--- src/rtl/dead_reckoning_path_recorder_macros.svh ---
// Assertion macros shared by the path recorder modules.
`ifndef DEAD_RECKONING_PATH_RECORDER_MACROS_SVH
`define DEAD_RECKONING_PATH_RECORDER_MACROS_SVH

// Same-cycle implication, checked on clock outside reset.
`define DRPR_ASSERT_IMP(lbl, ante, cons, msg) \
   lbl: assert property (@(posedge clock) disable iff (reset) (ante) |-> (cons)) \
      else $error(msg);

// Next-cycle implication, checked on clock outside reset.
`define DRPR_ASSERT_NEXT(lbl, ante, cons, msg) \
   lbl: assert property (@(posedge clock) disable iff (reset) (ante) |=> (cons)) \
      else $error(msg);

`endif

--- src/rtl/drpr_pkg.sv ---
// Types, constants and the sine table shared by the path recorder.
package drpr_pkg;

   typedef enum logic [3:0] {
      ST_IDLE,
      ST_HEAD,
      ST_TRIG,
      ST_MUL,
      ST_ACC,
      ST_WHOLE,
      ST_STORE,
      ST_READ,
      ST_FETCH,
      ST_SPAN,
      ST_SCALE,
      ST_DONE
   } state_type;

   localparam logic [1:0] REQ_ADD   = 2'd0;
   localparam logic [1:0] REQ_READ  = 2'd1;
   localparam logic [1:0] REQ_CLEAR = 2'd2;

   localparam int CSR_DATA_W  = 10;
   localparam int CSR_INDEX_W = 1;
   localparam logic [CSR_INDEX_W-1:0] CSR_VIEW_W = 1'b0;
   localparam logic [CSR_INDEX_W-1:0] CSR_VIEW_H = 1'b1;
   localparam logic [CSR_DATA_W-1:0]  VIEW_W_RESET = 10'd320;
   localparam logic [CSR_DATA_W-1:0]  VIEW_H_RESET = 10'd240;

   localparam int INDEX_W      = 6;
   localparam int FULL_TURN    = 360;
   localparam int HALF_TURN    = 180;
   localparam int QUARTER_TURN = 90;
   localparam int SLOT_MARGIN  = 2;
   localparam int SHIFT_CAP    = 16;
   localparam int DELTA_LIMIT  = 127;
   localparam int EXACT_MIN    = -32768 * 256;
   localparam int EXACT_MAX    = 32767 * 256 + 255;
   localparam int ROUND_HALF   = 64;

   typedef struct packed {
      logic       accept;
      logic [1:0] op;
      logic       head;
      logic       trig;
      logic       mul;
      logic       acc;
      logic       whole;
      logic       axis;    // 0: x (cosine), 1: y (sine)
      logic       store;
      logic       read;
      logic       fetch;
      logic       span;
      logic       scale;
   } ctrl_type;

   // Quarter-wave sine in unsigned Q0.15, one entry per degree, 1.0 held as 32767.
   localparam logic [14:0] SINE_Q15 [0:90] = '{
      15'd0,     15'd572,   15'd1144,  15'd1715,  15'd2286,  15'd2856,  15'd3425,
      15'd3993,  15'd4560,  15'd5126,  15'd5690,  15'd6252,  15'd6813,  15'd7371,
      15'd7927,  15'd8481,  15'd9032,  15'd9580,  15'd10126, 15'd10668, 15'd11207,
      15'd11743, 15'd12275, 15'd12803, 15'd13328, 15'd13848, 15'd14365, 15'd14876,
      15'd15384, 15'd15886, 15'd16384, 15'd16877, 15'd17364, 15'd17847, 15'd18324,
      15'd18795, 15'd19261, 15'd19720, 15'd20174, 15'd20622, 15'd21063, 15'd21498,
      15'd21926, 15'd22348, 15'd22763, 15'd23170, 15'd23571, 15'd23965, 15'd24351,
      15'd24730, 15'd25102, 15'd25466, 15'd25822, 15'd26170, 15'd26510, 15'd26842,
      15'd27166, 15'd27482, 15'd27789, 15'd28088, 15'd28378, 15'd28660, 15'd28932,
      15'd29197, 15'd29452, 15'd29698, 15'd29935, 15'd30163, 15'd30382, 15'd30592,
      15'd30792, 15'd30983, 15'd31164, 15'd31336, 15'd31499, 15'd31651, 15'd31795,
      15'd31928, 15'd32052, 15'd32166, 15'd32270, 15'd32365, 15'd32449, 15'd32524,
      15'd32588, 15'd32643, 15'd32688, 15'd32723, 15'd32748, 15'd32763, 15'd32767
   };

   // Sine of a whole-degree angle (0..359), folded onto the quarter table.
   function automatic logic signed [16:0] trig_of(input logic [8:0] angle);
      logic [8:0]         folded;
      logic               negate;
      logic signed [16:0] mag;
      if (angle <= 9'(QUARTER_TURN)) begin
         folded = angle;
         negate = 1'b0;
      end else if (angle <= 9'(HALF_TURN)) begin
         folded = 9'(HALF_TURN) - angle;
         negate = 1'b0;
      end else if (angle <= 9'(HALF_TURN + QUARTER_TURN)) begin
         folded = angle - 9'(HALF_TURN);
         negate = 1'b1;
      end else begin
         folded = 9'(FULL_TURN) - angle;
         negate = 1'b1;
      end
      mag = $signed({2'b00, SINE_Q15[folded[6:0]]});
      return negate ? -mag : mag;
   endfunction

endpackage

--- src/rtl/drpr_mem.sv ---
// Delta pair store: one write port, one registered read port.
module drpr_mem #(
   parameter int DEPTH  = 64,
   parameter int DATA_W = 16,
   localparam int ADDR_W = $clog2(DEPTH)
) (
   input  logic              clock,
   input  logic              wr_en,
   input  logic [ADDR_W-1:0] wr_addr,
   input  logic [DATA_W-1:0] wr_data,
   input  logic              rd_en,
   input  logic [ADDR_W-1:0] rd_addr,
   output logic [DATA_W-1:0] rd_data
);

   logic [DATA_W-1:0] pair_mem [DEPTH];
   logic [DATA_W-1:0] rd_data_ff;

   always_ff @(posedge clock) begin
      if (wr_en) begin
         pair_mem[wr_addr] <= wr_data;
      end
      if (rd_en) begin
         rd_data_ff <= pair_mem[rd_addr];
      end
   end

   assign rd_data = rd_data_ff;

endmodule

--- src/rtl/drpr_ctrl.sv ---
// Sequencer that steps the shared datapath through one transaction.
`include "dead_reckoning_path_recorder_macros.svh"

module drpr_ctrl (
   input  logic               clock,
   input  logic               reset,
   input  logic               start,
   input  logic [1:0]         req_type,
   input  logic               scale_done,
   output logic               busy,
   output logic               rsp_valid,
   output drpr_pkg::ctrl_type ctrl
);

   drpr_pkg::state_type state_ff, state_in;
   logic                axis_ff, axis_in;

   always_ff @(posedge clock) begin
      if (reset) begin
         state_ff <= drpr_pkg::ST_IDLE;
         axis_ff  <= 1'b0;
      end else begin
         state_ff <= state_in;
         axis_ff  <= axis_in;
      end
   end

   always_comb begin
      state_in = state_ff;
      case (state_ff)
         drpr_pkg::ST_IDLE: begin
            if (start) begin
               case (req_type)
                  drpr_pkg::REQ_ADD:  state_in = drpr_pkg::ST_HEAD;
                  drpr_pkg::REQ_READ: state_in = drpr_pkg::ST_READ;
                  default:            state_in = drpr_pkg::ST_SPAN;
               endcase
            end
         end
         drpr_pkg::ST_HEAD:  state_in = drpr_pkg::ST_TRIG;
         drpr_pkg::ST_TRIG:  state_in = drpr_pkg::ST_MUL;
         drpr_pkg::ST_MUL:   state_in = drpr_pkg::ST_ACC;
         drpr_pkg::ST_ACC:   state_in = drpr_pkg::ST_WHOLE;
         drpr_pkg::ST_WHOLE: state_in = axis_ff ? drpr_pkg::ST_STORE : drpr_pkg::ST_TRIG;
         drpr_pkg::ST_STORE: state_in = drpr_pkg::ST_SPAN;
         drpr_pkg::ST_READ:  state_in = drpr_pkg::ST_FETCH;
         drpr_pkg::ST_FETCH: state_in = drpr_pkg::ST_SPAN;
         drpr_pkg::ST_SPAN:  state_in = drpr_pkg::ST_SCALE;
         drpr_pkg::ST_SCALE: state_in = scale_done ? drpr_pkg::ST_DONE : drpr_pkg::ST_SCALE;
         drpr_pkg::ST_DONE:  state_in = drpr_pkg::ST_IDLE;
         default:            state_in = drpr_pkg::ST_IDLE;
      endcase
   end

   // x axis first, then y
   always_comb begin
      axis_in = axis_ff;
      case (state_ff)
         drpr_pkg::ST_HEAD:  axis_in = 1'b0;
         drpr_pkg::ST_WHOLE: axis_in = 1'b1;
         default:            axis_in = axis_ff;
      endcase
   end

   always_comb begin
      ctrl      = '0;
      ctrl.op   = req_type;
      ctrl.axis = axis_ff;
      busy      = 1'b1;
      rsp_valid = 1'b0;
      case (state_ff)
         drpr_pkg::ST_IDLE: begin
            busy        = 1'b0;
            ctrl.accept = start;
         end
         drpr_pkg::ST_HEAD:  ctrl.head  = 1'b1;
         drpr_pkg::ST_TRIG:  ctrl.trig  = 1'b1;
         drpr_pkg::ST_MUL:   ctrl.mul   = 1'b1;
         drpr_pkg::ST_ACC:   ctrl.acc   = 1'b1;
         drpr_pkg::ST_WHOLE: ctrl.whole = 1'b1;
         drpr_pkg::ST_STORE: ctrl.store = 1'b1;
         drpr_pkg::ST_READ:  ctrl.read  = 1'b1;
         drpr_pkg::ST_FETCH: ctrl.fetch = 1'b1;
         drpr_pkg::ST_SPAN:  ctrl.span  = 1'b1;
         drpr_pkg::ST_SCALE: ctrl.scale = 1'b1;
         drpr_pkg::ST_DONE:  rsp_valid  = 1'b1;
         default:            busy       = 1'b1;
      endcase
   end

   `DRPR_ASSERT_NEXT(a_accept_goes_busy, start && !busy, busy, "accepted transaction did not start")
   `DRPR_ASSERT_NEXT(a_done_returns_idle, rsp_valid, !busy, "block not idle after result")
   `DRPR_ASSERT_IMP(a_store_after_y, state_ff == drpr_pkg::ST_STORE, axis_ff, "store before y axis")

endmodule

--- src/rtl/drpr_datapath.sv ---
// Heading, shared multiplier, accumulator, bounding box and scale search.
`include "dead_reckoning_path_recorder_macros.svh"

module drpr_datapath #(
   parameter int PATH_DEPTH = 64,
   localparam int ADDR_W = $clog2(PATH_DEPTH)
) (
   input  logic                                  clock,
   input  logic                                  reset,
   input  drpr_pkg::ctrl_type                    ctrl,
   input  logic signed [9:0]                     req_turn_degrees,
   input  logic signed [7:0]                     req_length_cm,
   input  logic [drpr_pkg::INDEX_W-1:0]          req_read_index,
   input  logic                                  csr_we,
   input  logic [drpr_pkg::CSR_INDEX_W-1:0]      csr_index,
   input  logic [drpr_pkg::CSR_DATA_W-1:0]       csr_wdata,
   output logic [ADDR_W-1:0]                     mem_wr_addr,
   output logic [15:0]                           mem_wr_data,
   output logic [ADDR_W-1:0]                     mem_rd_addr,
   input  logic [15:0]                           mem_rd_data,
   output logic                                  scale_done,
   output logic signed [7:0]                     rsp_delta_x,
   output logic signed [7:0]                     rsp_delta_y,
   output logic signed [15:0]                    rsp_pos_x,
   output logic signed [15:0]                    rsp_pos_y,
   output logic signed [15:0]                    rsp_min_x,
   output logic [14:0]                           rsp_max_x,
   output logic signed [15:0]                    rsp_min_y,
   output logic [14:0]                           rsp_max_y,
   output logic [4:0]                            rsp_scale_shift,
   output logic [drpr_pkg::INDEX_W-1:0]          rsp_segment_count
);

   localparam int CMP_W = (ADDR_W > drpr_pkg::INDEX_W) ? ADDR_W : drpr_pkg::INDEX_W;
   localparam logic [ADDR_W-1:0] SLOT_LAST = ADDR_W'(PATH_DEPTH - drpr_pkg::SLOT_MARGIN);
   localparam logic signed [11:0] TURN_ONE = 12'(drpr_pkg::FULL_TURN);
   localparam logic signed [11:0] TURN_TWO = 12'(2 * drpr_pkg::FULL_TURN);
   localparam logic [8:0] COS_WRAP = 9'(drpr_pkg::FULL_TURN - drpr_pkg::QUARTER_TURN);
   localparam logic [8:0] COS_ADD  = 9'(drpr_pkg::QUARTER_TURN);
   localparam logic signed [25:0] EXACT_LO = 26'(drpr_pkg::EXACT_MIN);
   localparam logic signed [25:0] EXACT_HI = 26'(drpr_pkg::EXACT_MAX);
   localparam logic signed [16:0] DELTA_HI = 17'(drpr_pkg::DELTA_LIMIT);
   localparam logic signed [16:0] DELTA_LO = -17'(drpr_pkg::DELTA_LIMIT);
   localparam logic [4:0] SHIFT_MAX = 5'(drpr_pkg::SHIFT_CAP);

   // configuration
   logic [9:0] width_ff, width_in, height_ff, height_in;
   // path state
   logic [8:0]               heading_ff, heading_in;
   logic signed [24:0]       exact_x_ff, exact_x_in, exact_y_ff, exact_y_in;
   logic signed [15:0]       whole_x_ff, whole_x_in, whole_y_ff, whole_y_in;
   logic signed [15:0]       low_x_ff, low_x_in, low_y_ff, low_y_in;
   logic [14:0]              high_x_ff, high_x_in, high_y_ff, high_y_in;
   logic [ADDR_W-1:0]        slot_ff, slot_in;
   logic signed [7:0]        dx_ff, dx_in, dy_ff, dy_in;
   logic [4:0]               shift_ff, shift_in;
   // working registers
   logic signed [9:0]        turn_ff, turn_in;
   logic signed [7:0]        len_ff, len_in;
   logic [drpr_pkg::INDEX_W-1:0] idx_ff, idx_in;
   logic signed [16:0]       trig_ff, trig_in;
   logic signed [24:0]       prod_ff, prod_in;
   logic                     hit_ff, hit_in;
   logic [15:0]              xd_ff, xd_in, yd_ff, yd_in;

   logic signed [11:0]       head_sum, head_wrap;
   logic [8:0]               angle;
   logic signed [24:0]       mul_full;
   logic signed [24:0]       step;
   logic signed [24:0]       exact_sel;
   logic signed [25:0]       acc_sum;
   logic signed [24:0]       exact_sat;
   logic signed [24:0]       exact_bias;
   logic signed [24:0]       whole_wide;
   logic signed [15:0]       whole_new;
   logic signed [15:0]       whole_sel;
   logic signed [16:0]       delta_wide;
   logic signed [7:0]        delta_sat;
   logic [CMP_W-1:0]         idx_cmp, slot_cmp;
   logic [16:0]              span_x, span_y;
   logic                     fits;

   // heading wrap into 0..359
   always_comb begin
      head_sum = $signed({3'b000, heading_ff}) + $signed({{2{turn_ff[9]}}, turn_ff});
      if (head_sum < -TURN_ONE) begin
         head_wrap = head_sum + TURN_TWO;
      end else if (head_sum < 12'sd0) begin
         head_wrap = head_sum + TURN_ONE;
      end else if (head_sum >= TURN_TWO) begin
         head_wrap = head_sum - TURN_TWO;
      end else if (head_sum >= TURN_ONE) begin
         head_wrap = head_sum - TURN_ONE;
      end else begin
         head_wrap = head_sum;
      end
   end

   // cos(h) is sin(h + 90)
   always_comb begin
      if (ctrl.axis) begin
         angle = heading_ff;
      end else if (heading_ff >= COS_WRAP) begin
         angle = heading_ff - COS_WRAP;
      end else begin
         angle = heading_ff + COS_ADD;
      end
   end

   assign mul_full  = 25'(trig_ff) * 25'(len_ff);
   assign step      = prod_ff >>> 7;
   assign exact_sel = ctrl.axis ? exact_y_ff : exact_x_ff;
   assign acc_sum   = $signed({exact_sel[24], exact_sel}) + $signed({step[24], step});

   always_comb begin
      if (acc_sum < EXACT_LO) begin
         exact_sat = EXACT_LO[24:0];
      end else if (acc_sum > EXACT_HI) begin
         exact_sat = EXACT_HI[24:0];
      end else begin
         exact_sat = acc_sum[24:0];
      end
   end

   // truncate toward zero
   assign exact_bias = exact_sel + 25'sd255;
   assign whole_wide = exact_sel[24] ? (exact_bias >>> 8) : (exact_sel >>> 8);
   assign whole_new  = whole_wide[15:0];
   assign whole_sel  = ctrl.axis ? whole_y_ff : whole_x_ff;
   assign delta_wide = $signed({whole_new[15], whole_new}) - $signed({whole_sel[15], whole_sel});

   always_comb begin
      if (delta_wide > DELTA_HI) begin
         delta_sat = DELTA_HI[7:0];
      end else if (delta_wide < DELTA_LO) begin
         delta_sat = DELTA_LO[7:0];
      end else begin
         delta_sat = delta_wide[7:0];
      end
   end

   assign idx_cmp  = CMP_W'(idx_ff);
   assign slot_cmp = CMP_W'(slot_ff);
   assign span_x   = {2'b00, high_x_ff} - {low_x_ff[15], low_x_ff};
   assign span_y   = {2'b00, high_y_ff} - {low_y_ff[15], low_y_ff};
   assign fits       = (xd_ff <= {6'b000000, width_ff}) && (yd_ff < {6'b000000, height_ff});
   assign scale_done = fits || (shift_ff == SHIFT_MAX);

   always_comb begin
      width_in   = width_ff;
      height_in  = height_ff;
      heading_in = heading_ff;
      exact_x_in = exact_x_ff;
      exact_y_in = exact_y_ff;
      whole_x_in = whole_x_ff;
      whole_y_in = whole_y_ff;
      low_x_in   = low_x_ff;
      low_y_in   = low_y_ff;
      high_x_in  = high_x_ff;
      high_y_in  = high_y_ff;
      slot_in    = slot_ff;
      dx_in      = dx_ff;
      dy_in      = dy_ff;
      shift_in   = shift_ff;

      if (csr_we) begin
         case (csr_index)
            drpr_pkg::CSR_VIEW_W: width_in  = csr_wdata;
            drpr_pkg::CSR_VIEW_H: height_in = csr_wdata;
            default:              width_in  = width_ff;
         endcase
      end

      if (ctrl.accept) begin
         dx_in = '0;
         dy_in = '0;
         if (ctrl.op == drpr_pkg::REQ_CLEAR) begin
            heading_in = '0;
            exact_x_in = '0;
            exact_y_in = '0;
            whole_x_in = '0;
            whole_y_in = '0;
            low_x_in   = '0;
            low_y_in   = '0;
            high_x_in  = '0;
            high_y_in  = '0;
            slot_in    = '0;
         end
      end

      if (ctrl.head) begin
         heading_in = head_wrap[8:0];
      end

      if (ctrl.acc) begin
         if (ctrl.axis) begin
            exact_y_in = exact_sat;
         end else begin
            exact_x_in = exact_sat;
         end
      end

      if (ctrl.whole) begin
         if (ctrl.axis) begin
            whole_y_in = whole_new;
            dy_in      = delta_sat;
            if (whole_new > $signed({1'b0, high_y_ff})) high_y_in = whole_new[14:0];
            if (whole_new < low_y_ff)                   low_y_in  = whole_new;
         end else begin
            whole_x_in = whole_new;
            dx_in      = delta_sat;
            if (whole_new > $signed({1'b0, high_x_ff})) high_x_in = whole_new[14:0];
            if (whole_new < low_x_ff)                   low_x_in  = whole_new;
         end
      end

      // hold the last slot once the store is full
      if (ctrl.store && (slot_ff < SLOT_LAST)) begin
         slot_in = slot_ff + ADDR_W'(1);
      end

      if (ctrl.fetch) begin
         dx_in = hit_ff ? $signed(mem_rd_data[15:8]) : 8'sd0;
         dy_in = hit_ff ? $signed(mem_rd_data[7:0])  : 8'sd0;
      end

      if (ctrl.span) begin
         shift_in = '0;
      end else if (ctrl.scale && !scale_done) begin
         shift_in = shift_ff + 5'd1;
      end
   end

   always_comb begin
      turn_in = ctrl.accept ? req_turn_degrees : turn_ff;
      len_in  = ctrl.accept ? req_length_cm    : len_ff;
      idx_in  = ctrl.accept ? req_read_index   : idx_ff;
      trig_in = ctrl.trig ? drpr_pkg::trig_of(angle) : trig_ff;
      prod_in = ctrl.mul ? (mul_full + 25'(drpr_pkg::ROUND_HALF)) : prod_ff;
      hit_in  = ctrl.read ? (idx_cmp < slot_cmp) : hit_ff;
      xd_in   = xd_ff;
      yd_in   = yd_ff;
      if (ctrl.span) begin
         xd_in = span_x[15:0];
         yd_in = span_y[15:0];
      end else if (ctrl.scale && !scale_done) begin
         xd_in = xd_ff >> 1;
         yd_in = yd_ff >> 1;
      end
   end

   always_ff @(posedge clock) begin
      if (reset) begin
         width_ff   <= drpr_pkg::VIEW_W_RESET;
         height_ff  <= drpr_pkg::VIEW_H_RESET;
         heading_ff <= '0;
         exact_x_ff <= '0;
         exact_y_ff <= '0;
         whole_x_ff <= '0;
         whole_y_ff <= '0;
         low_x_ff   <= '0;
         low_y_ff   <= '0;
         high_x_ff  <= '0;
         high_y_ff  <= '0;
         slot_ff    <= '0;
         dx_ff      <= '0;
         dy_ff      <= '0;
         shift_ff   <= '0;
      end else begin
         width_ff   <= width_in;
         height_ff  <= height_in;
         heading_ff <= heading_in;
         exact_x_ff <= exact_x_in;
         exact_y_ff <= exact_y_in;
         whole_x_ff <= whole_x_in;
         whole_y_ff <= whole_y_in;
         low_x_ff   <= low_x_in;
         low_y_ff   <= low_y_in;
         high_x_ff  <= high_x_in;
         high_y_ff  <= high_y_in;
         slot_ff    <= slot_in;
         dx_ff      <= dx_in;
         dy_ff      <= dy_in;
         shift_ff   <= shift_in;
      end
   end

   always_ff @(posedge clock) begin
      turn_ff <= turn_in;
      len_ff  <= len_in;
      idx_ff  <= idx_in;
      trig_ff <= trig_in;
      prod_ff <= prod_in;
      hit_ff  <= hit_in;
      xd_ff   <= xd_in;
      yd_ff   <= yd_in;
   end

   assign mem_wr_addr = slot_ff;
   assign mem_wr_data = {dx_ff, dy_ff};
   assign mem_rd_addr = idx_cmp[ADDR_W-1:0];

   assign rsp_delta_x       = dx_ff;
   assign rsp_delta_y       = dy_ff;
   assign rsp_pos_x         = whole_x_ff;
   assign rsp_pos_y         = whole_y_ff;
   assign rsp_min_x         = low_x_ff;
   assign rsp_max_x         = high_x_ff;
   assign rsp_min_y         = low_y_ff;
   assign rsp_max_y         = high_y_ff;
   assign rsp_scale_shift   = shift_ff;
   assign rsp_segment_count = slot_cmp[drpr_pkg::INDEX_W-1:0];

   `DRPR_ASSERT_IMP(a_heading_range, 1'b1, heading_ff < 9'(drpr_pkg::FULL_TURN), "heading out of range")
   `DRPR_ASSERT_IMP(a_slot_range, 1'b1, slot_ff <= SLOT_LAST, "write slot past last slot")
   `DRPR_ASSERT_IMP(a_box_holds_x, !ctrl.whole, (whole_x_ff >= low_x_ff) && (whole_x_ff <= $signed({1'b0, high_x_ff})), "x position outside box")

endmodule

--- src/rtl/dead_reckoning_path_recorder.sv ---
// Top level of the dead-reckoning path recorder.
//
// Usage: drive req_type and the req_ payload with start high; the transaction
// is taken at a clock edge where start is high and busy is low. Add segment
// turns the heading, advances the position by cos/sin of the heading times
// the length, stores the delta pair and widens the bounding box. Read returns
// a stored pair (zeros beyond the count); clear resets the path.
// Every transaction gives one result on the rsp_ ports, marked by rsp_valid for
// exactly one cycle; the receiver cannot stall it.
// The reported scale_shift lies in 0..16. busy stays high until rsp_valid
// has been shown, so no new transaction is taken before the last result.
// A single multiplier serves both axes in turn, and the scale search shifts
// the box one bit per cycle.
// The csr_ port writes the x span limit (index 0) or the y span limit
// (index 1), one per write; write only while idle.
// Synchronous reset returns the path to the origin, heading zero, no stored
// segments and span limits 320 and 240; the pair store is not cleared.
module dead_reckoning_path_recorder #(
   parameter int PATH_DEPTH = 64
) (
   input  logic                             clock,
   input  logic                             reset,
   input  logic                             start,
   output logic                             busy,
   input  logic [1:0]                       req_type,
   input  logic signed [9:0]                req_turn_degrees,
   input  logic signed [7:0]                req_length_cm,
   input  logic [drpr_pkg::INDEX_W-1:0]     req_read_index,
   input  logic                             csr_we,
   input  logic [drpr_pkg::CSR_INDEX_W-1:0] csr_index,
   input  logic [drpr_pkg::CSR_DATA_W-1:0]  csr_wdata,
   output logic                             rsp_valid,
   output logic signed [7:0]                rsp_delta_x,
   output logic signed [7:0]                rsp_delta_y,
   output logic signed [15:0]               rsp_pos_x,
   output logic signed [15:0]               rsp_pos_y,
   output logic signed [15:0]               rsp_min_x,
   output logic [14:0]                      rsp_max_x,
   output logic signed [15:0]               rsp_min_y,
   output logic [14:0]                      rsp_max_y,
   output logic [4:0]                       rsp_scale_shift,
   output logic [drpr_pkg::INDEX_W-1:0]     rsp_segment_count
);

   localparam int ADDR_W = $clog2(PATH_DEPTH);

   drpr_pkg::ctrl_type ctrl;
   logic               scale_done;
   logic [ADDR_W-1:0]  mem_wr_addr, mem_rd_addr;
   logic [15:0]        mem_wr_data, mem_rd_data;

   drpr_ctrl u_ctrl (
      .clock      (clock),
      .reset      (reset),
      .start      (start),
      .req_type   (req_type),
      .scale_done (scale_done),
      .busy       (busy),
      .rsp_valid  (rsp_valid),
      .ctrl       (ctrl)
   );

   drpr_datapath #(
      .PATH_DEPTH (PATH_DEPTH)
   ) u_datapath (
      .clock             (clock),
      .reset             (reset),
      .ctrl              (ctrl),
      .req_turn_degrees  (req_turn_degrees),
      .req_length_cm     (req_length_cm),
      .req_read_index    (req_read_index),
      .csr_we            (csr_we),
      .csr_index         (csr_index),
      .csr_wdata         (csr_wdata),
      .mem_wr_addr       (mem_wr_addr),
      .mem_wr_data       (mem_wr_data),
      .mem_rd_addr       (mem_rd_addr),
      .mem_rd_data       (mem_rd_data),
      .scale_done        (scale_done),
      .rsp_delta_x       (rsp_delta_x),
      .rsp_delta_y       (rsp_delta_y),
      .rsp_pos_x         (rsp_pos_x),
      .rsp_pos_y         (rsp_pos_y),
      .rsp_min_x         (rsp_min_x),
      .rsp_max_x         (rsp_max_x),
      .rsp_min_y         (rsp_min_y),
      .rsp_max_y         (rsp_max_y),
      .rsp_scale_shift   (rsp_scale_shift),
      .rsp_segment_count (rsp_segment_count)
   );

   drpr_mem #(
      .DEPTH  (PATH_DEPTH),
      .DATA_W (16)
   ) u_mem (
      .clock   (clock),
      .wr_en   (ctrl.store),
      .wr_addr (mem_wr_addr),
      .wr_data (mem_wr_data),
      .rd_en   (ctrl.read),
      .rd_addr (mem_rd_addr),
      .rd_data (mem_rd_data)
   );

endmodule
--- config.mk ---
export PLATFORM = sky130hd
export DESIGN_NAME = dead_reckoning_path_recorder
export DESIGN_NICKNAME = d
export VERILOG_FILES = /design/src/rtl/drpr_pkg.sv /design/src/rtl/drpr_mem.sv /design/src/rtl/drpr_ctrl.sv /design/src/rtl/drpr_datapath.sv /design/src/rtl/dead_reckoning_path_recorder.sv
export VERILOG_INCLUDE_DIRS = /design/src /design/src/rtl
export SDC_FILE = /design/constraint.sdc
export NUM_CORES = 2
export LEC_CHECK = 0
export BUFFER_PORTS_ARGS = -buffer_cell sky130_fd_sc_hd__buf_2
export CAP_MARGIN = 20
export CORE_MARGIN = 8
export CORE_UTILIZATION = 50
export CTS_CLUSTER_DIAMETER = 200
export DETAILED_ROUTE_END_ITERATION = 10
export PLACE_DENSITY = 0.66
export SLEW_MARGIN = 20
export SYNTH_ARGS = -nofsm -noshare
export SYNTH_HDL_FRONTEND = slang
export SYNTH_SLANG_ARGS = --single-unit
export TNS_END_PERCENT = 20
--- constraint.sdc ---
create_clock -name clock -period 17.3 [get_ports clock]
set_input_delay 0.865 -clock clock [delete_from_list [all_inputs] [get_ports clock]]
set_output_delay 0.865 -clock clock [all_outputs]
set_load 0.05 [all_outputs]
==> metrics.txt <==
Die Wd roughly 380 um; fin cells about 6700; share of cells above drive strength 1 0.194; Netlist cell types 115; mapped cell area roughly 0.065 mm2; final instance area 0.0726 mm2; TritonCTS clock tree yes; placed cell area 0.0681 mm2; overall routing resource usage 0.236; capture point of the worst reg-to-reg path u_datapath.trig_ff[8]$_DFFE_PP_; global-route wire length before repair ~250000 um; Setup-failing EPs final 0; Detailed Place HPWL between 100000 and 150000 um; CP Max Fanout 21; total number of vias between 40000 and 50000; Layout Area Growth over Synthesis 12.0%; Min Hold Slack 0.266 ns; CP Class flip-flop to flip-flop; sequential share of the synthesized area 0.587; most common cell in the netlist edfxtp_1; run status complete, no violations; Die ar. 0.142 mm2; Mapped Avg Cell Area 14.2 um2; synth top area cells edfxtp_1 52%, mux4_2 12%, dfxtp_1 6.3%; slew margin rel. 0.188; clock share of power 0.219; dpl cells 6391; Yosys top cell area share 0.524; area leader, netlist edfxtp_1; fillers 10297; leading cell types by count after synthesis 1132 x edfxtp_1, 351 x nand2_1, 337 x mux4_2, 291 x inv_1, 280 x nor2_1; post-synth net total between 4000 and 5000; Power Dens Cells between 150 and 200 mW/mm2; period utilization 0.397; PnR Total Power approximately 14 mW; Gate Count Post-Synth roughly 4600; pin count of the biggest net entering global routing 151; Critical R2R Launch u_datapath.heading_ff[5]$_SDFFE_PP0P_; RSZ-0062 raised after global routing no; CTS resizes 0; Power Internal ~8.3 mW; Max-Cap Viols 0; Final min period between 6 and 7 ns; combinational share of power 0.482; setup ws final 10.44 ns; global route overflow 0; Max IR drop VDD between 300 and 400 uV; WL per Instance around 26 um; Rows ~130; HP Class input port to flip-flop; CTS max path bufs 3; hold buffer count at CTS 0; Slew Limit Fails 0; Post-synth EDFFs roughly 1100; first drt pass iteration count 6; Critical Path RT 17.77 ns; CTS H-tree depth 4; Register-to-Register Path Depth 19; DRT iter0 DRCs about 3800; r2r setup slk around 10 ns; number of warning messages in the yosys log 0; DRC 0; post-route clock skew approximately 0.039 ns; CTS buffer count between 100 and 150; HP Start req_read_index[2]; Final Hold Vio Count 0; Post-synth ARST share 0; Setup TNS 0 ns; Post-synth top flop edfxtp_1; static leakage 26.0 nW; Root Buffer Master clkbuf_16; Post-CTS Setup Repair Bufs 0; Worst setup EP type flip-flop; nets@finish just over 5000; fin util 0.562; sequential share of power 0.300; Routed WL approximately 170000 um; Top Ports 164; vias per cell about 6.0; vias in the first global route ~40000; P_sw around 5.3 mW; FF+latch count, synth 1337; f_max roughly 150 MHz; startpoint class of the critical path flip-flop; die height ~380 um; routability cong. between 0.9 and 1; Worst-Margin Slew 1.22 ns; Final ANT Viol Nets 0; Initial Util 0.502; Sinks on Clock Net around 1300; Sw Share 0.390; Hold EP u_datapath.mem_rd_addr[2]$_DFFE_PP_; worst-skew pair later-pin latency between 0.7 and 0.8 ns; clock slew at reported path FFs approximately 0.060 ns; core area between 0.1 and 0.15 mm2; hold depth 1; IO buf count approximately 160; Post-Place Setup Slack around 11 ns; arrival time at the worst endpoint approximately 7.3 ns; initial antenna violation count 14
[how the worst max path moves through the flow]
stage | cells past startpoint | slack (ns) | endpoint | start
3_5_place_dp | 19 | 10.60 | u_datapath.trig_ff[8]$_DFFE_PP_ | u_datapath.heading_ff[5]$_SDFFE_PP0P_
6_report | 19 | 10.44 | u_datapath.trig_ff[8]$_DFFE_PP_ | u_datapath.heading_ff[5]$_SDFFE_PP0P_
5_1_grt | 19 | 10.05 | u_datapath.trig_ff[8]$_DFFE_PP_ | u_datapath.heading_ff[5]$_SDFFE_PP0P_
3_3_place_gp | 19 | 10.74 | u_datapath.trig_ff[8]$_DFFE_PP_ | u_datapath.heading_ff[5]$_SDFFE_PP0P_
4_1_cts | 19 | 10.53 | u_datapath.trig_ff[8]$_DFFE_PP_ | u_datapath.heading_ff[5]$_SDFFE_PP0P_
2_1_floorplan | 25 | 11.23 | u_datapath.exact_x_ff[14]$_SDFF_PP0_ | u_ctrl.axis_ff$_SDFFE_PP0P_
[power groups by stage]
stage | combinational [mW] | clock, mW | sequential [mW]
global placement | 6.45 | 0 | 4.13
floorplan | 4.94 | 0 | 4.07
global route | 7.29 | 3.14 | 4.08
CTS | 6.57 | 3.02 | 4.06
finish | 6.53 | 2.96 | 4.06
detailed placement | 6.52 | 0 | 4.13
[kinds of logic after synthesis]
logic type | synth area share
AOI/OAI and AO/OA | 0.0761
xor gates and xnor gates | 0.0142
DFF | 0.587
muxes | 0.134
adders and majority gates | 0.0746
buffers and inverters | 0.0321
and+or+nand+nor | 0.0821
[routing by layer]
layer / track usage / wire length [um] / up-vias / part of all wire
met2: 0.379 / 80800 / 1621 / 0.47
met3: 0.0442 / 13500 / 235 / 0.079
met4: 0.0639 / 3990 / 2 / 0.023
li1: - / - / 17848 / -
met5: 0 / 13 / - / 0.000076
met1: 0.334 / 72200 / 20526 / 0.42
[flip-flops by register name, summed over array words and instances, names as in the netlist, 15 cells and up]
signal,cells
u_datapath.yd_ff,16
u_datapath.exact_x_ff,25
u_datapath.rsp_max_y,15
u_datapath.xd_ff,16
u_datapath.prod_ff,18
u_datapath.exact_y_ff,25
u_mem.rd_data,16
u_datapath.rsp_max_x,15
u_datapath.rsp_min_y,16
u_datapath.rsp_pos_x,16
u_datapath.rsp_pos_y,16
u_datapath.trig_ff,17
u_mem.pair_mem,1024
u_datapath.rsp_min_x,16
[cell type report]
| cell class | instances | area (um2) | area share |
|---|---|---|---|
| flip-flops and latches | 1337 | 38100 | 0.525 |
| multi-input cells | 2716 | 24800 | 0.341 |
| clock buffers | 184 | 3770 | 0.0519 |
| well taps | 1742 | 2180 | 0.0300 |
| repair buffers | 301 | 1890 | 0.0260 |
| inverters | 296 | 1110 | 0.0153 |
| clock inverters | 68 | 763 | 0.0105 |
| diodes | 6 | 15.0 | 0.000207 |
[worst max-delay path: stages, from the launching register on]
cell,delay (ns)
dfxtp_1,0.44
or4_4,0.59
o2111a_1,0.27
a311oi_2,0.77
o211ai_2,0.28
o21a_1,0.27
a311oi_1,0.35
mux2i_1,0.23
buf_4,0.31
ha_1,0.65
inv_1,0.24
nor3_1,0.43
nor2_1,0.15
a221oi_2,0.27
a211oi_1,0.08
a311oi_1,0.45
and2_1,0.21
and3_1,0.28
a31oi_1,0.13
xnor2_1,0.15
[cell usage in the layout (no fill, tap or decap), types with 28 or more instances in the layout]
master     instances
edfxtp_1        1132
xnor2_1           69
buf_4            136
mux4_2           337
buf_2            162
nand3_1           89
fa_1             112
inv_1            290
xor2_1            31
nor3_1            69
o21a_1            39
nand2b_1          51
o21ai_0          156
clkbuf_1          35
dfxtp_1          188
o31ai_1           31
clkbuf_16        141
nor2_1           279
a21oi_1          171
nand2_1          351
mux2i_1           86
a31oi_1           28
and2_1            90
ha_1             197
a21o_1            34
(Power assumes the default switching activity.)
